## src/a2m_pkg.sv

```systemverilog
package a2m_pkg;

    localparam int CHAR_W  = 8;
    localparam int PAT_W   = 6;
    localparam int LEN_W   = 3;
    localparam int SEQ_LEN = 8;
    localparam int IDX_W   = $clog2(SEQ_LEN);

    localparam logic [CHAR_W-1:0] CHAR_TAB   = 8'h09;
    localparam logic [CHAR_W-1:0] CHAR_LF    = 8'h0A;
    localparam logic [CHAR_W-1:0] CHAR_CR    = 8'h0D;
    localparam logic [CHAR_W-1:0] CHAR_SPACE = 8'h20;
    localparam logic [CHAR_W-1:0] CHAR_LC_A  = 8'h61;
    localparam logic [CHAR_W-1:0] CHAR_LC_Z  = 8'h7A;
    localparam logic [CHAR_W-1:0] CASE_FOLD  = 8'h20;

    typedef enum logic [1:0] {
        SYM_DIT     = 2'd0,
        SYM_DAH     = 2'd1,
        SYM_SPACE   = 2'd2,
        SYM_NEWLINE = 2'd3
    } symbol_t;

    typedef struct packed {
        logic    last;
        symbol_t sym;
    } entry_t;

    // pat is left aligned, first element in the msb, 1 = dah
    typedef struct packed {
        logic             known;
        logic [LEN_W-1:0] len;
        logic [PAT_W-1:0] pat;
    } sign_t;

    function automatic sign_t a2m_lookup(input logic [CHAR_W-1:0] code, input logic itu_only);
        logic [CHAR_W-1:0] c;
        logic              non_itu;
        sign_t             s;
        c       = code;
        non_itu = 1'b0;
        if (code >= CHAR_LC_A && code <= CHAR_LC_Z)
        begin
            c = code - CASE_FOLD;
        end
        s.known = 1'b1;
        case (c)
            8'h41: begin s.len = 3'd2; s.pat = 6'b010000; end
            8'h42: begin s.len = 3'd4; s.pat = 6'b100000; end
            8'h43: begin s.len = 3'd4; s.pat = 6'b101000; end
            8'h44: begin s.len = 3'd3; s.pat = 6'b100000; end
            8'h45: begin s.len = 3'd1; s.pat = 6'b000000; end
            8'h46: begin s.len = 3'd4; s.pat = 6'b001000; end
            8'h47: begin s.len = 3'd3; s.pat = 6'b110000; end
            8'h48: begin s.len = 3'd4; s.pat = 6'b000000; end
            8'h49: begin s.len = 3'd2; s.pat = 6'b000000; end
            8'h4A: begin s.len = 3'd4; s.pat = 6'b011100; end
            8'h4B: begin s.len = 3'd3; s.pat = 6'b101000; end
            8'h4C: begin s.len = 3'd4; s.pat = 6'b010000; end
            8'h4D: begin s.len = 3'd2; s.pat = 6'b110000; end
            8'h4E: begin s.len = 3'd2; s.pat = 6'b100000; end
            8'h4F: begin s.len = 3'd3; s.pat = 6'b111000; end
            8'h50: begin s.len = 3'd4; s.pat = 6'b011000; end
            8'h51: begin s.len = 3'd4; s.pat = 6'b110100; end
            8'h52: begin s.len = 3'd3; s.pat = 6'b010000; end
            8'h53: begin s.len = 3'd3; s.pat = 6'b000000; end
            8'h54: begin s.len = 3'd1; s.pat = 6'b100000; end
            8'h55: begin s.len = 3'd3; s.pat = 6'b001000; end
            8'h56: begin s.len = 3'd4; s.pat = 6'b000100; end
            8'h57: begin s.len = 3'd3; s.pat = 6'b011000; end
            8'h58: begin s.len = 3'd4; s.pat = 6'b100100; end
            8'h59: begin s.len = 3'd4; s.pat = 6'b101100; end
            8'h5A: begin s.len = 3'd4; s.pat = 6'b110000; end
            8'h30: begin s.len = 3'd5; s.pat = 6'b111110; end
            8'h31: begin s.len = 3'd5; s.pat = 6'b011110; end
            8'h32: begin s.len = 3'd5; s.pat = 6'b001110; end
            8'h33: begin s.len = 3'd5; s.pat = 6'b000110; end
            8'h34: begin s.len = 3'd5; s.pat = 6'b000010; end
            8'h35: begin s.len = 3'd5; s.pat = 6'b000000; end
            8'h36: begin s.len = 3'd5; s.pat = 6'b100000; end
            8'h37: begin s.len = 3'd5; s.pat = 6'b110000; end
            8'h38: begin s.len = 3'd5; s.pat = 6'b111000; end
            8'h39: begin s.len = 3'd5; s.pat = 6'b111100; end
            8'h2E: begin s.len = 3'd6; s.pat = 6'b010101; end
            8'h2C: begin s.len = 3'd6; s.pat = 6'b110011; end
            8'h3A: begin s.len = 3'd6; s.pat = 6'b111000; end
            8'h3F: begin s.len = 3'd6; s.pat = 6'b001100; end
            8'h27: begin s.len = 3'd6; s.pat = 6'b011110; end
            8'h2D: begin s.len = 3'd6; s.pat = 6'b100001; end
            8'h2F: begin s.len = 3'd5; s.pat = 6'b100100; end
            8'h28: begin s.len = 3'd5; s.pat = 6'b101100; end
            8'h29: begin s.len = 3'd6; s.pat = 6'b101101; end
            8'h22: begin s.len = 3'd6; s.pat = 6'b010010; end
            8'h3D: begin s.len = 3'd5; s.pat = 6'b100010; end
            8'h2B: begin s.len = 3'd5; s.pat = 6'b010100; end
            8'h40: begin s.len = 3'd6; s.pat = 6'b011010; end
            8'h21: begin s.len = 3'd6; s.pat = 6'b101011; non_itu = 1'b1; end
            8'h3B: begin s.len = 3'd6; s.pat = 6'b101010; non_itu = 1'b1; end
            8'h5F: begin s.len = 3'd6; s.pat = 6'b001101; non_itu = 1'b1; end
            default:
            begin
                s.known = 1'b0;
                s.len   = '0;
                s.pat   = '0;
            end
        endcase
        if (itu_only && non_itu)
        begin
            s.known = 1'b0;
        end
        return s;
    endfunction

endpackage

```

## src/a2m_ram.sv

```systemverilog
module a2m_ram #(
    parameter int WIDTH = 8,
    parameter int DEPTH = 16
) (
    input  logic                     clk,
    input  logic                     we,
    input  logic [$clog2(DEPTH)-1:0] waddr,
    input  logic [WIDTH-1:0]         wdata,
    input  logic                     re,
    input  logic [$clog2(DEPTH)-1:0] raddr,
    output logic [WIDTH-1:0]         rdata
);

    logic [WIDTH-1:0] mem_reg [DEPTH];
    logic [WIDTH-1:0] rdata_reg;

    always_ff @(posedge clk)
    begin
        if (we)
        begin
            mem_reg[waddr] <= wdata;
        end
        if (re)
        begin
            rdata_reg <= mem_reg[raddr];
        end
    end

    assign rdata = rdata_reg;

endmodule

```

## src/ascii_to_morse_encoder_top.sv

```systemverilog
// First symbol path: serialiser, symbol queue RAM, RAM read register, output register.
// Throughput: one symbol per cycle while the symbol queue is not full, set by the single write
// port of the symbol queue RAM; a character is at most 7 symbols long.
// Reset (rst_n, async, active low): itu_only cleared, word space flag cleared,
// queue empty; RAM contents are not reset.
module ascii_to_morse_encoder_top
    import a2m_pkg::*;
#(
    parameter int FIFO_DEPTH = 16
) (
    input  logic              clk,
    input  logic              rst_n,
    input  logic              cfg_valid,
    output logic              cfg_ready,
    input  logic              itu_only,
    input  logic              in_valid,
    output logic              in_ready,
    input  logic [CHAR_W-1:0] char_code,
    output logic              out_valid,
    input  logic              out_ready,
    output logic [1:0]        symbol,
    output logic              last
);

    localparam int AW = $clog2(FIFO_DEPTH);

    logic             itu_only_reg, itu_only_next;
    logic             wsd_reg, wsd_next;
    logic             busy_reg, busy_next;
    symbol_t          seq_reg [SEQ_LEN];
    symbol_t          seq_next [SEQ_LEN];
    logic [LEN_W-1:0] cnt_reg, cnt_next;
    logic [IDX_W-1:0] idx_reg, idx_next;
    logic [AW:0]      wr_ptr_reg, wr_ptr_next;
    logic [AW:0]      rd_ptr_reg, rd_ptr_next;
    logic             rd_pend_reg, rd_pend_next;
    logic             out_valid_reg, out_valid_next;
    entry_t           out_entry_reg, out_entry_next;
    logic             skid_valid_reg, skid_valid_next;
    entry_t           skid_entry_reg, skid_entry_next;

    sign_t            sign;
    logic             blank;
    logic             is_nl;
    logic [LEN_W-1:0] base_n;
    logic [LEN_W-1:0] new_n;
    symbol_t          new_seq [SEQ_LEN];
    logic             fifo_full, fifo_empty;
    logic             emit, emit_last;
    logic             in_fire;
    entry_t           wr_entry;
    entry_t           rd_entry;
    logic [1:0]       held;
    logic             pop;
    logic             rd_issue;

    // decode
    always_comb
    begin
        sign   = a2m_lookup(char_code, itu_only_reg);
        blank  = (char_code == CHAR_SPACE) || (char_code >= CHAR_TAB && char_code <= CHAR_CR);
        is_nl  = (char_code == CHAR_LF);
        if (sign.known && !blank)
        begin
            base_n = sign.len + 3'd1;
        end
        else if (wsd_reg)
        begin
            base_n = 3'd0;
        end
        else
        begin
            base_n = 3'd2;
        end
        new_n = base_n + {2'b00, is_nl};
        for (int i = 0; i < SEQ_LEN; i++)
        begin
            new_seq[i] = SYM_SPACE;
        end
        if (sign.known && !blank)
        begin
            for (int i = 0; i < PAT_W; i++)
            begin
                if (LEN_W'(i) < sign.len)
                begin
                    new_seq[i] = sign.pat[PAT_W-1-i] ? SYM_DAH : SYM_DIT;
                end
            end
        end
        for (int i = 0; i < SEQ_LEN; i++)
        begin
            if (is_nl && base_n == LEN_W'(i))
            begin
                new_seq[i] = SYM_NEWLINE;
            end
        end
    end

    // serialiser into the symbol queue
    assign fifo_full  = (wr_ptr_reg[AW] != rd_ptr_reg[AW]) &&
                        (wr_ptr_reg[AW-1:0] == rd_ptr_reg[AW-1:0]);
    assign fifo_empty = (wr_ptr_reg == rd_ptr_reg);
    assign emit       = busy_reg && !fifo_full;
    assign emit_last  = emit && (idx_reg == cnt_reg - 3'd1);
    assign in_ready   = !busy_reg || emit_last;
    assign in_fire    = in_valid && in_ready;
    assign cfg_ready  = 1'b1;

    always_comb
    begin
        wr_entry.sym  = seq_reg[idx_reg];
        wr_entry.last = emit_last;
    end

    always_comb
    begin
        itu_only_next = itu_only_reg;
        wsd_next      = wsd_reg;
        busy_next     = busy_reg;
        cnt_next      = cnt_reg;
        idx_next      = idx_reg;
        seq_next      = seq_reg;
        wr_ptr_next   = wr_ptr_reg;
        if (cfg_valid)
        begin
            itu_only_next = itu_only;
        end
        if (emit)
        begin
            wr_ptr_next = wr_ptr_reg + 1'b1;
            idx_next    = idx_reg + 1'b1;
        end
        if (emit_last)
        begin
            busy_next = 1'b0;
        end
        if (in_fire)
        begin
            wsd_next = !(sign.known && !blank);
            if (new_n != '0)
            begin
                busy_next = 1'b1;
                cnt_next  = new_n;
                idx_next  = '0;
                seq_next  = new_seq;
            end
        end
    end

    // queue read side with a two-deep output stage
    assign held     = {1'b0, out_valid_reg} + {1'b0, skid_valid_reg} + {1'b0, rd_pend_reg};
    assign pop      = out_valid_reg && out_ready;
    assign rd_issue = !fifo_empty && ((held - {1'b0, pop}) < 2'd2);

    a2m_ram #(
        .WIDTH ($bits(entry_t)),
        .DEPTH (FIFO_DEPTH)
    ) u_queue (
        .clk   (clk),
        .we    (emit),
        .waddr (wr_ptr_reg[AW-1:0]),
        .wdata (wr_entry),
        .re    (rd_issue),
        .raddr (rd_ptr_reg[AW-1:0]),
        .rdata (rd_entry)
    );

    always_comb
    begin
        rd_ptr_next     = rd_issue ? rd_ptr_reg + 1'b1 : rd_ptr_reg;
        rd_pend_next    = rd_issue;
        out_valid_next  = out_valid_reg;
        out_entry_next  = out_entry_reg;
        skid_valid_next = skid_valid_reg;
        skid_entry_next = skid_entry_reg;
        if (!out_valid_reg || out_ready)
        begin
            if (skid_valid_reg)
            begin
                out_valid_next  = 1'b1;
                out_entry_next  = skid_entry_reg;
                skid_valid_next = rd_pend_reg;
                skid_entry_next = rd_entry;
            end
            else if (rd_pend_reg)
            begin
                out_valid_next = 1'b1;
                out_entry_next = rd_entry;
            end
            else
            begin
                out_valid_next = 1'b0;
            end
        end
        else if (rd_pend_reg)
        begin
            skid_valid_next = 1'b1;
            skid_entry_next = rd_entry;
        end
    end

    always_ff @(posedge clk or negedge rst_n)
    begin
        if (!rst_n)
        begin
            itu_only_reg   <= 1'b0;
            wsd_reg        <= 1'b0;
            busy_reg       <= 1'b0;
            wr_ptr_reg     <= '0;
            rd_ptr_reg     <= '0;
            rd_pend_reg    <= 1'b0;
            out_valid_reg  <= 1'b0;
            skid_valid_reg <= 1'b0;
        end
        else
        begin
            itu_only_reg   <= itu_only_next;
            wsd_reg        <= wsd_next;
            busy_reg       <= busy_next;
            wr_ptr_reg     <= wr_ptr_next;
            rd_ptr_reg     <= rd_ptr_next;
            rd_pend_reg    <= rd_pend_next;
            out_valid_reg  <= out_valid_next;
            skid_valid_reg <= skid_valid_next;
        end
    end

    always_ff @(posedge clk)
    begin
        cnt_reg        <= cnt_next;
        idx_reg        <= idx_next;
        seq_reg        <= seq_next;
        out_entry_reg  <= out_entry_next;
        skid_entry_reg <= skid_entry_next;
    end

    assign out_valid = out_valid_reg;
    assign symbol    = out_entry_reg.sym;
    assign last      = out_entry_reg.last;

endmodule

```

## config.mk

```make
export PLATFORM = sky130hd
export DESIGN_NAME = ascii_to_morse_encoder_top
export DESIGN_NICKNAME = d
export VERILOG_FILES = /design/src/a2m_pkg.sv /design/src/a2m_ram.sv /design/src/ascii_to_morse_encoder_top.sv
export SDC_FILE = /design/constraint.sdc
export NUM_CORES = 1
export LEC_CHECK = 0
export ABC_AREA = 1
export BUFFER_PORTS_ARGS = -buffer_cell sky130_fd_sc_hd__buf_4
export CAP_MARGIN = 20
export CORE_ASPECT_RATIO = 0.75
export CORE_MARGIN = 2
export CORE_UTILIZATION = 45
export CTS_CLUSTER_SIZE = 16
export DETAILED_ROUTE_END_ITERATION = 8
export GPL_ROUTABILITY_DRIVEN = 0
export GPL_TIMING_DRIVEN = 0
export SLEW_MARGIN = 5
export SYNTH_ARGS = -nofsm -noshare
export SYNTH_HDL_FRONTEND = slang
export SYNTH_HIERARCHICAL = 1
export SYNTH_SLANG_ARGS = --single-unit
```

## constraint.sdc

```tcl
create_clock -name clk -period 3.7 [get_ports clk]
set_clock_uncertainty 0.15 [all_clocks]
set_input_delay 0.185 -clock clk [delete_from_list [all_inputs] [get_ports clk]]
set_output_delay 0.185 -clock clk [all_outputs]
set_load 0.005 [all_outputs]
```

==> results of run 1 <==
## layout by cell type (no fill, tap or decap), types with 8 or more instances in the layout
cell | netlist | layout
nor2_1 | 80 | 78
o21ai_0 | 19 | 19
edfxtp_1 | 74 | 74
nor2_4 | 5 | 8
a21oi_1 | 12 | 12
nand3_1 | 63 | 62
o211ai_1 | 14 | 14
xor2_1 | 11 | 11
buf_4 | 4 | 23
dfrtp_1 | 16 | 16
nand2_1 | 166 | 165
inv_1 | 90 | 89
clkbuf_16 | 0 | 9
ha_1 | 11 | 11
## power by group through the flow
| stage | Clock, uW | Combinational [uW] | Sequential, uW |
|---|---|---|---|
| final | 848 | 1660 | 1790 |
| after global routing | 907 | 1890 | 1820 |
| after CTS | 869 | 1660 | 1780 |
| after detailed placement | 0 | 1630 | 1810 |
| after global placement | 0 | 1550 | 1800 |
| after floorplan | 0 | 1150 | 1740 |
## area by class of cell
| class | instances | area, um^2 | share of cell area, % |
|---|---|---|---|
| Sequential cell | 93 | 2680 | 43.0 |
| Multi-Input combinational cell | 451 | 2390 | 38.4 |
| Inverter | 100 | 387 | 6.20 |
| Clock buffer | 10 | 229 | 3.67 |
| Timing Repair Buffer | 24 | 204 | 3.27 |
| Tap cell | 162 | 203 | 3.25 |
| Buffer | 12 | 96.3 | 1.54 |
| Clock inverter | 6 | 43.8 | 0.702 |
## worst min-delay path, cell delays in order
cell and delay [ns]:
buf_4 0.09, nor2_1 0.07, a21oi_1 0.13, a21oi_1 0.06
## path summary, 6_finish.rpt
path	slack (ns)	depth (start not counted)	endpoint
max	0.24	23	seq_reg[2]
min	0.08	4	skid_valid_reg
max reg2reg	0.59	10	seq_reg[2]
min reg2reg	0.31	0	skid_entry_reg[1]
max in group asynchronous	3.12	2	wr_ptr_reg[1]
min in group asynchronous	0.09	2	rd_ptr_reg[0]
## metal layers
layer	wire length, um	up-vias
met3	721	37
met4	402	0
met1	5980	2122
met2	5900	167
li1	-	2242
met5	0	-
## repair_timing
item,4_1_cts,5_1_grt
cloned,0,0
setup buffers,1,2
hold endpoints to repair,17,0
pin swaps,0,2
hold buffers,3,0
gates resized for setup,1,11
endpoints found under the setup margin,17,17
## cell families after synthesis
kind of cell | share of synthesized area (%)
AND/OR/NAND/NOR | 28.3
XOR/XNOR | 2.88
adder cells (fa/ha/maj) | 2.51
buffers and inverters | 8.70
flip-flops | 48.9
other | 0.137
AO/OA/AOI/OAI | 8.38
multiplexers | 0.205
## per-stage QoR
| step | utilization (%) | std cells | power [uW] | hold slack, ns | TNS, ns |
|---|---|---|---|---|---|
| 6_report | 53.1 | 858 | 4290 | 0.0846 | 0 |
| 4_1_cts | 52.6 | 856 | 4310 | 0.0639 | 0 |
| 3_5_place_dp | 49.8 | 836 | 3430 | -0.0893 | -8.22 |
| 2_1_floorplan | - | 656 | 2890 | -0.261 | 0 |
| 5_1_grt | 53.1 | 858 | 4620 | 0.0929 | -0.157 |
| 3_3_place_gp | 49.5 | 835 | 3350 | -0.0951 | -12.17 |
==> impl_metrics.yaml, run 1 <==
timing:
  clock.fmax_mhz: 289
  slew_headroom_pct: 37.3
  timing_max_transition_violations_final: 0
  fin_crit_ns: 3.46
  fin_crit_sh_pct: 93.5
  max_slew.worst_pin.slew_ns: 0.941
  timing.final.ws_setup_ns: 0.239
  timing.final.setup_violations: 0
  hold_viol_final: 0
floorplan:
  initial_utilization_pct: 46.7
  fp.dieArea_um2: 13100
  num_io_pins: 20
  fp.dieH_um: 99.6
  num_rows: 34
  core_area_um2: 11700
  dieWidth_um: 131
setup_path:
  worst_setup_path_startpoint: "char_code[3]"
  timing.critical_path.cells: "buf_4 -> inv_2 -> nor2_2 -> nand2_4 -> nand3_4 -> nand3_2 -> nand2_2 -> nor2_4 -> and2_1 -> clkbuf_4 -> o21ai_0 -> nand2_1 -> nor2_1 -> nand3_2 -> ha_1 -> nand2_1 -> o21ai_2 -> ha_1 -> nor2_1 -> nand3_2 -> nand2_2 -> clkinvlp_4 -> buf_12"
  end_kind: "register"
  worst_path_dominant_cell_family: "simple AND/OR/NAND/NOR gates"
  startpoint_type: "input port"
  critPathMostFrequentCell: "nand3_2"
  crit_path_category: "in2reg"
  timing.critical_path.slowest_cell_delay_ns: 0.31
  worstPathMaxFanout: 17
  worst_ep_arrival_time_ns: 3.41
  r2r_start: "idx_reg[0]"
  slowest_cell_on_the_critical_path: "ha_1"
  path_buf_inv: 5
  critPathRequiredTime_ns: 3.65
global_route:
  busiest_layer: "met2"
  grt_util_all_layers_pct: 20.9
  grt_antenna_before_repair: 0
  grt_pass1_vias: 4447
  grt_util_met2_pct: 34.2
  total_global_routing_overflow: 0
  use_met3_pct: 4.18
  grt_use_met1_pct: 27.8
  grt_start_max_net_pins: 18
  grt_first_pass_wirelength_um: 21600
clocking:
  clock_tree_from_tritoncts: "yes"
  worst_setup_hold_path_clk_slew_ns: 0.07
  clk_path_buf_depth: 2
  clkLatencyLatePin_ns: 0.34
  cts_sinks: 93
  cts.htree.levels: 3
  cts.root.buffer_cell: "clkbuf_16"
  numCtsBuffers: 9
drt:
  drc: 0
  length_of_the_first_detailed_routing_pass_in_iterations: 6
  post_drt_via_cell_ratio: 5.32
  dr.first_iter.drc_count: 354
  detailed_route_wl_um: 13000
  wl_per_cell_um: 15.2
  detailroute.via_count: 4568
  detail-route-antenna-nets: 0
yosys:
  synthesis.yosys.warnings: 6
  netlist-cell-type-count: 46
  post_synth_top_flop: "edfxtp_1"
  synthArstFlopShare_pct: 17.2
  yosysMostFrequentCell: "nand2_1"
  netlist.top_cell.by_area: "edfxtp_1"
  syn_avg_cell_area_um2: 8.37
  synth-seq-area-share_pct: 48.9
  instance_count_of_the_mapped_netlist: 655
  synth_enable_flop_cells: 74
  synth.area.top_cells: "edfxtp_1 41%, nand2_1 11%, dfrtp_1 7.3%, inv_1 6.2%, nand3_1 5.8%"
  synth-seq-cells: 93
  post_synth_instance_area_um2: 5480
  synth_top_area_share_pct: 40.5
  synth_commonest_cells: "166 x nand2_1, 90 x inv_1, 80 x nor2_1"
placed_design:
  dpl-instance-area_um2: 5850
  hpwl_um: 9690
  io_buffers: 17
  place_ws_ns: -0.484
power:
  combPwrFrac_pct: 38.6
  pwr-share-seq_pct: 41.6
  power.density_cell_area_nw_per_um2: 688
  power_report.internal_total_uw: 2610
  worst_ir_drop_vdd_uv: 338
  power.net_switching_uw: 1680
  power.share.clock_pct: 19.8
  power.switching_fraction_pct: 39.2
  power_leakage_uw: 0.00283
layout:
  area_growth_pct: 13.8
  final.fill_count: 1121
  final_nets: 716
  num_antenna_cells: 0
  final_layout_size_suffix_gt1_share_pct: 12.8
  largest_register_ffs: 48
  final_area_um2: 6240
worst_hold_path:
  worst_hold_startpoint: "out_ready"
  min_path_type: "in2reg"
flow_run:
  max_cap_violations: 0
outcome:
  outcome: "finished, final reports clean"
No activity file was read; power rests on OpenSTA's default activity.
==> run 2: changes to the inputs <==
--- a/config.mk
+++ b/config.mk
@@ -11,6 +11,7 @@
 export CORE_ASPECT_RATIO = 0.75
 export CORE_MARGIN = 2
 export CORE_UTILIZATION = 45
+export CTS_BUF_LIST = sky130_fd_sc_hd__clkbuf_8
 export CTS_CLUSTER_SIZE = 16
 export DETAILED_ROUTE_END_ITERATION = 8
 export GPL_ROUTABILITY_DRIVEN = 0
==> impl_metrics.yaml, run 2 (synthesis results as in run 1) <==
drt:
  post_drt_via_cell_ratio: 5.37
  length_of_the_first_detailed_routing_pass_in_iterations: 7
  drc: 0
  detail-route-antenna-nets: 0
  dr.first_iter.drc_count: 357
  detailed_route_wl_um: 13000
  wl_per_cell_um: 15.2
  detailroute.via_count: 4605
setup_path:
  timing.critical_path.cells: "buf_4 -> inv_2 -> nor2_2 -> nand2_4 -> nand3_4 -> nand3_1 -> nand2_1 -> nor2_4 -> nand2_1 -> inv_2 -> nand2_1 -> o2111ai_1 -> nor2_1 -> nand2_1 -> ha_1 -> nand2_1 -> o21ai_2 -> ha_1 -> nor2_1 -> nand3_2 -> nand2_2 -> clkinvlp_4 -> buf_12"
  startpoint_type: "input port"
  end_kind: "register"
  slowest_cell_on_the_critical_path: "ha_1"
  r2r_setup_slack_ns: 0.60
  path_buf_inv: 5
  critPathMostFrequentCell: "nand2_1"
  worst_path_dominant_cell_family: "simple AND/OR/NAND/NOR gates"
  critPathRequiredTime_ns: 3.68
  timing.critical_path.slowest_cell_delay_ns: 0.32
  worst_r2r_endpoint: "seq_reg[5]"
  worst_setup_path_startpoint: "char_code[3]"
  r2r_start: "idx_reg[0]"
  worst_ep_arrival_time_ns: 3.41
  crit_path_category: "in2reg"
  worstPathMaxFanout: 17
  reg2regPathDepth: 10
timing:
  timing_max_transition_violations_final: 0
  fin_crit_ns: 3.44
  max_slew.worst_pin.slew_ns: 0.950
  fin_crit_sh_pct: 92.8
  final.hold.worst_slack_ns: 0.0550
  fin_setup_tns_ns: 0
  clock.fmax_mhz: 291
  hold_viol_final: 0
  slew_headroom_pct: 36.7
  timing.final.setup_violations: 0
  grt_setup_unrepaired: "false"
floorplan:
  num_rows: 34
  fp.dieH_um: 99.6
  core_area_um2: 11700
  initial_utilization_pct: 46.7
  dieWidth_um: 131
  fp.dieArea_um2: 13100
  num_io_pins: 20
clocking:
  clock_tree_from_tritoncts: "yes"
  numCtsBuffers: 9
  cts.htree.levels: 3
  clkLatencyLatePin_ns: 0.36
  clk_path_buf_depth: 2
  cts.root.buffer_cell: "clkbuf_8"
  cts_sinks: 93
  worst_setup_hold_path_clk_slew_ns: 0.09
power:
  combPwrFrac_pct: 40.9
  power.density_cell_area_nw_per_um2: 659
  power_report.internal_total_uw: 2390
  pwr-share-seq_pct: 44.1
  power.net_switching_uw: 1650
  worst_ir_drop_vdd_uv: 274
  power.switching_fraction_pct: 40.8
  power.share.clock_pct: 15.0
  power_leakage_uw: 0.00278
placed_design:
  io_buffers: 17
  hpwl_um: 9690
worst_hold_path:
  holdPathEnd: "skid_valid_reg"
  min_delay_path_depth: 4
  min_path_type: "in2reg"
  worst_hold_startpoint: "out_ready"
flow_run:
  max_cap_violations: 0
layout:
  final_common_cell: "nand2_1"
  layout.cells.most_common_list: "165 x nand2_1, 90 x inv_1, 78 x nor2_1, 74 x edfxtp_1, 62 x nand3_1"
  largest_register_ffs: 48
  final_layout_size_suffix_gt1_share_pct: 12.8
  final.fill_count: 1134
  num_antenna_cells: 0
  final_core_util_pct: 52.3
  final_nets: 716
  area_growth_pct: 11.9
global_route:
  grt_start_max_net_pins: 18
  grt_util_all_layers_pct: 20.8
  grt_pass1_vias: 4419
  total_global_routing_overflow: 0
  grt_antenna_before_repair: 0
  grt_first_pass_wirelength_um: 21500
outcome:
  outcome: "finished, final reports clean"
run 2: changes by cell type in the layout (fill, tap and decap cells not counted):
| cell | change |
|---|---|
| clkbuf_16 | -9 |
| clkbuf_8 | +9 |
| clkbuf_1 | -1 |
| inv_1 | +1 |
run 2: worst max path at each step:
| stage | to | slack, ns | depth (start not counted) |
|---|---|---|---|
| 6_report | seq_reg[5] | 0.26 | 23 |
| 3_3_place_gp | seq_reg[5] | -0.72 | 9 |
| 4_1_cts | seq_reg[5] | 0.15 | 21 |
| 5_1_grt | seq_reg[5] | 0.03 | 24 |
| 2_1_floorplan | cnt_reg[0] | 0.25 | 22 |
| 3_5_place_dp | seq_reg[5] | -0.48 | 21 |
run 2: per-stage QoR:
step	total power [uW]	worst slack, ns	area [um^2]	std cells
6_report	4040	0.265	6140	858
5_1_grt	4380	0.0311	6140	858
4_1_cts	4070	0.152	6070	856
3_5_place_dp	3430	-0.484	5850	836
3_3_place_gp	3350	-0.716	5820	835
2_1_floorplan	2890	0.245	5490	656
run 2: what timing repair did:
item                                    4_1_cts  5_1_grt
buffers inserted                              1        2
hold buffers                                  3        0
endpoints found under the setup margin       17       17
cloned                                        0        0
endpoints found under the hold margin        17        0
resized for setup                             1       11
pin swaps                                     0        2
run 2: area by class of cell:
class                   count  area, um^2  area share, %
multi-input cells         451        2390           39.0
plain buffers              12        96.3           1.57
flip-flops and latches     93        2680           43.7
well taps                 162         203           3.30
inverters                 100         387           6.30
clock inverters             7        47.5          0.775
clock buffers               9         124           2.02
repair buffers             24         204           3.32
run 2: worst register-to-register path, cell delays in order, from the launching register on:
cell and delay [ns]:
dfxtp_1 0.35, clkbuf_1 0.36, inv_1 0.23, nand2_1 0.12, nand4_1 0.11, nor3_2 0.63, nor2_1 0.13, nor2_1 0.35
nand2_2 0.13, clkinvlp_4 0.10, buf_12 0.15
run 2: layer usage:
layer  GRT usage [%]  part of all wire [%]  up-vias  wire (um)
met2            34.4                    46      181       5960
li1                -                     -     2240          -
met5               0                     0        -          0
met4            6.69                   2.8        0        365
met1            27.6                    45     2150       5840
met3            4.64                   6.7       34        870
run 2: power by group through the flow:
| stage | Combinational, uW | Clock (uW) | Sequential, uW |
|---|---|---|---|
| 2_1_floorplan | 1150 | 0 | 1740 |
| 3_3_place_gp | 1550 | 0 | 1800 |
| 3_5_place_dp | 1630 | 0 | 1810 |
| 4_1_cts | 1660 | 628 | 1780 |
| 5_1_grt | 1890 | 667 | 1820 |
| 6_report | 1650 | 605 | 1780 |
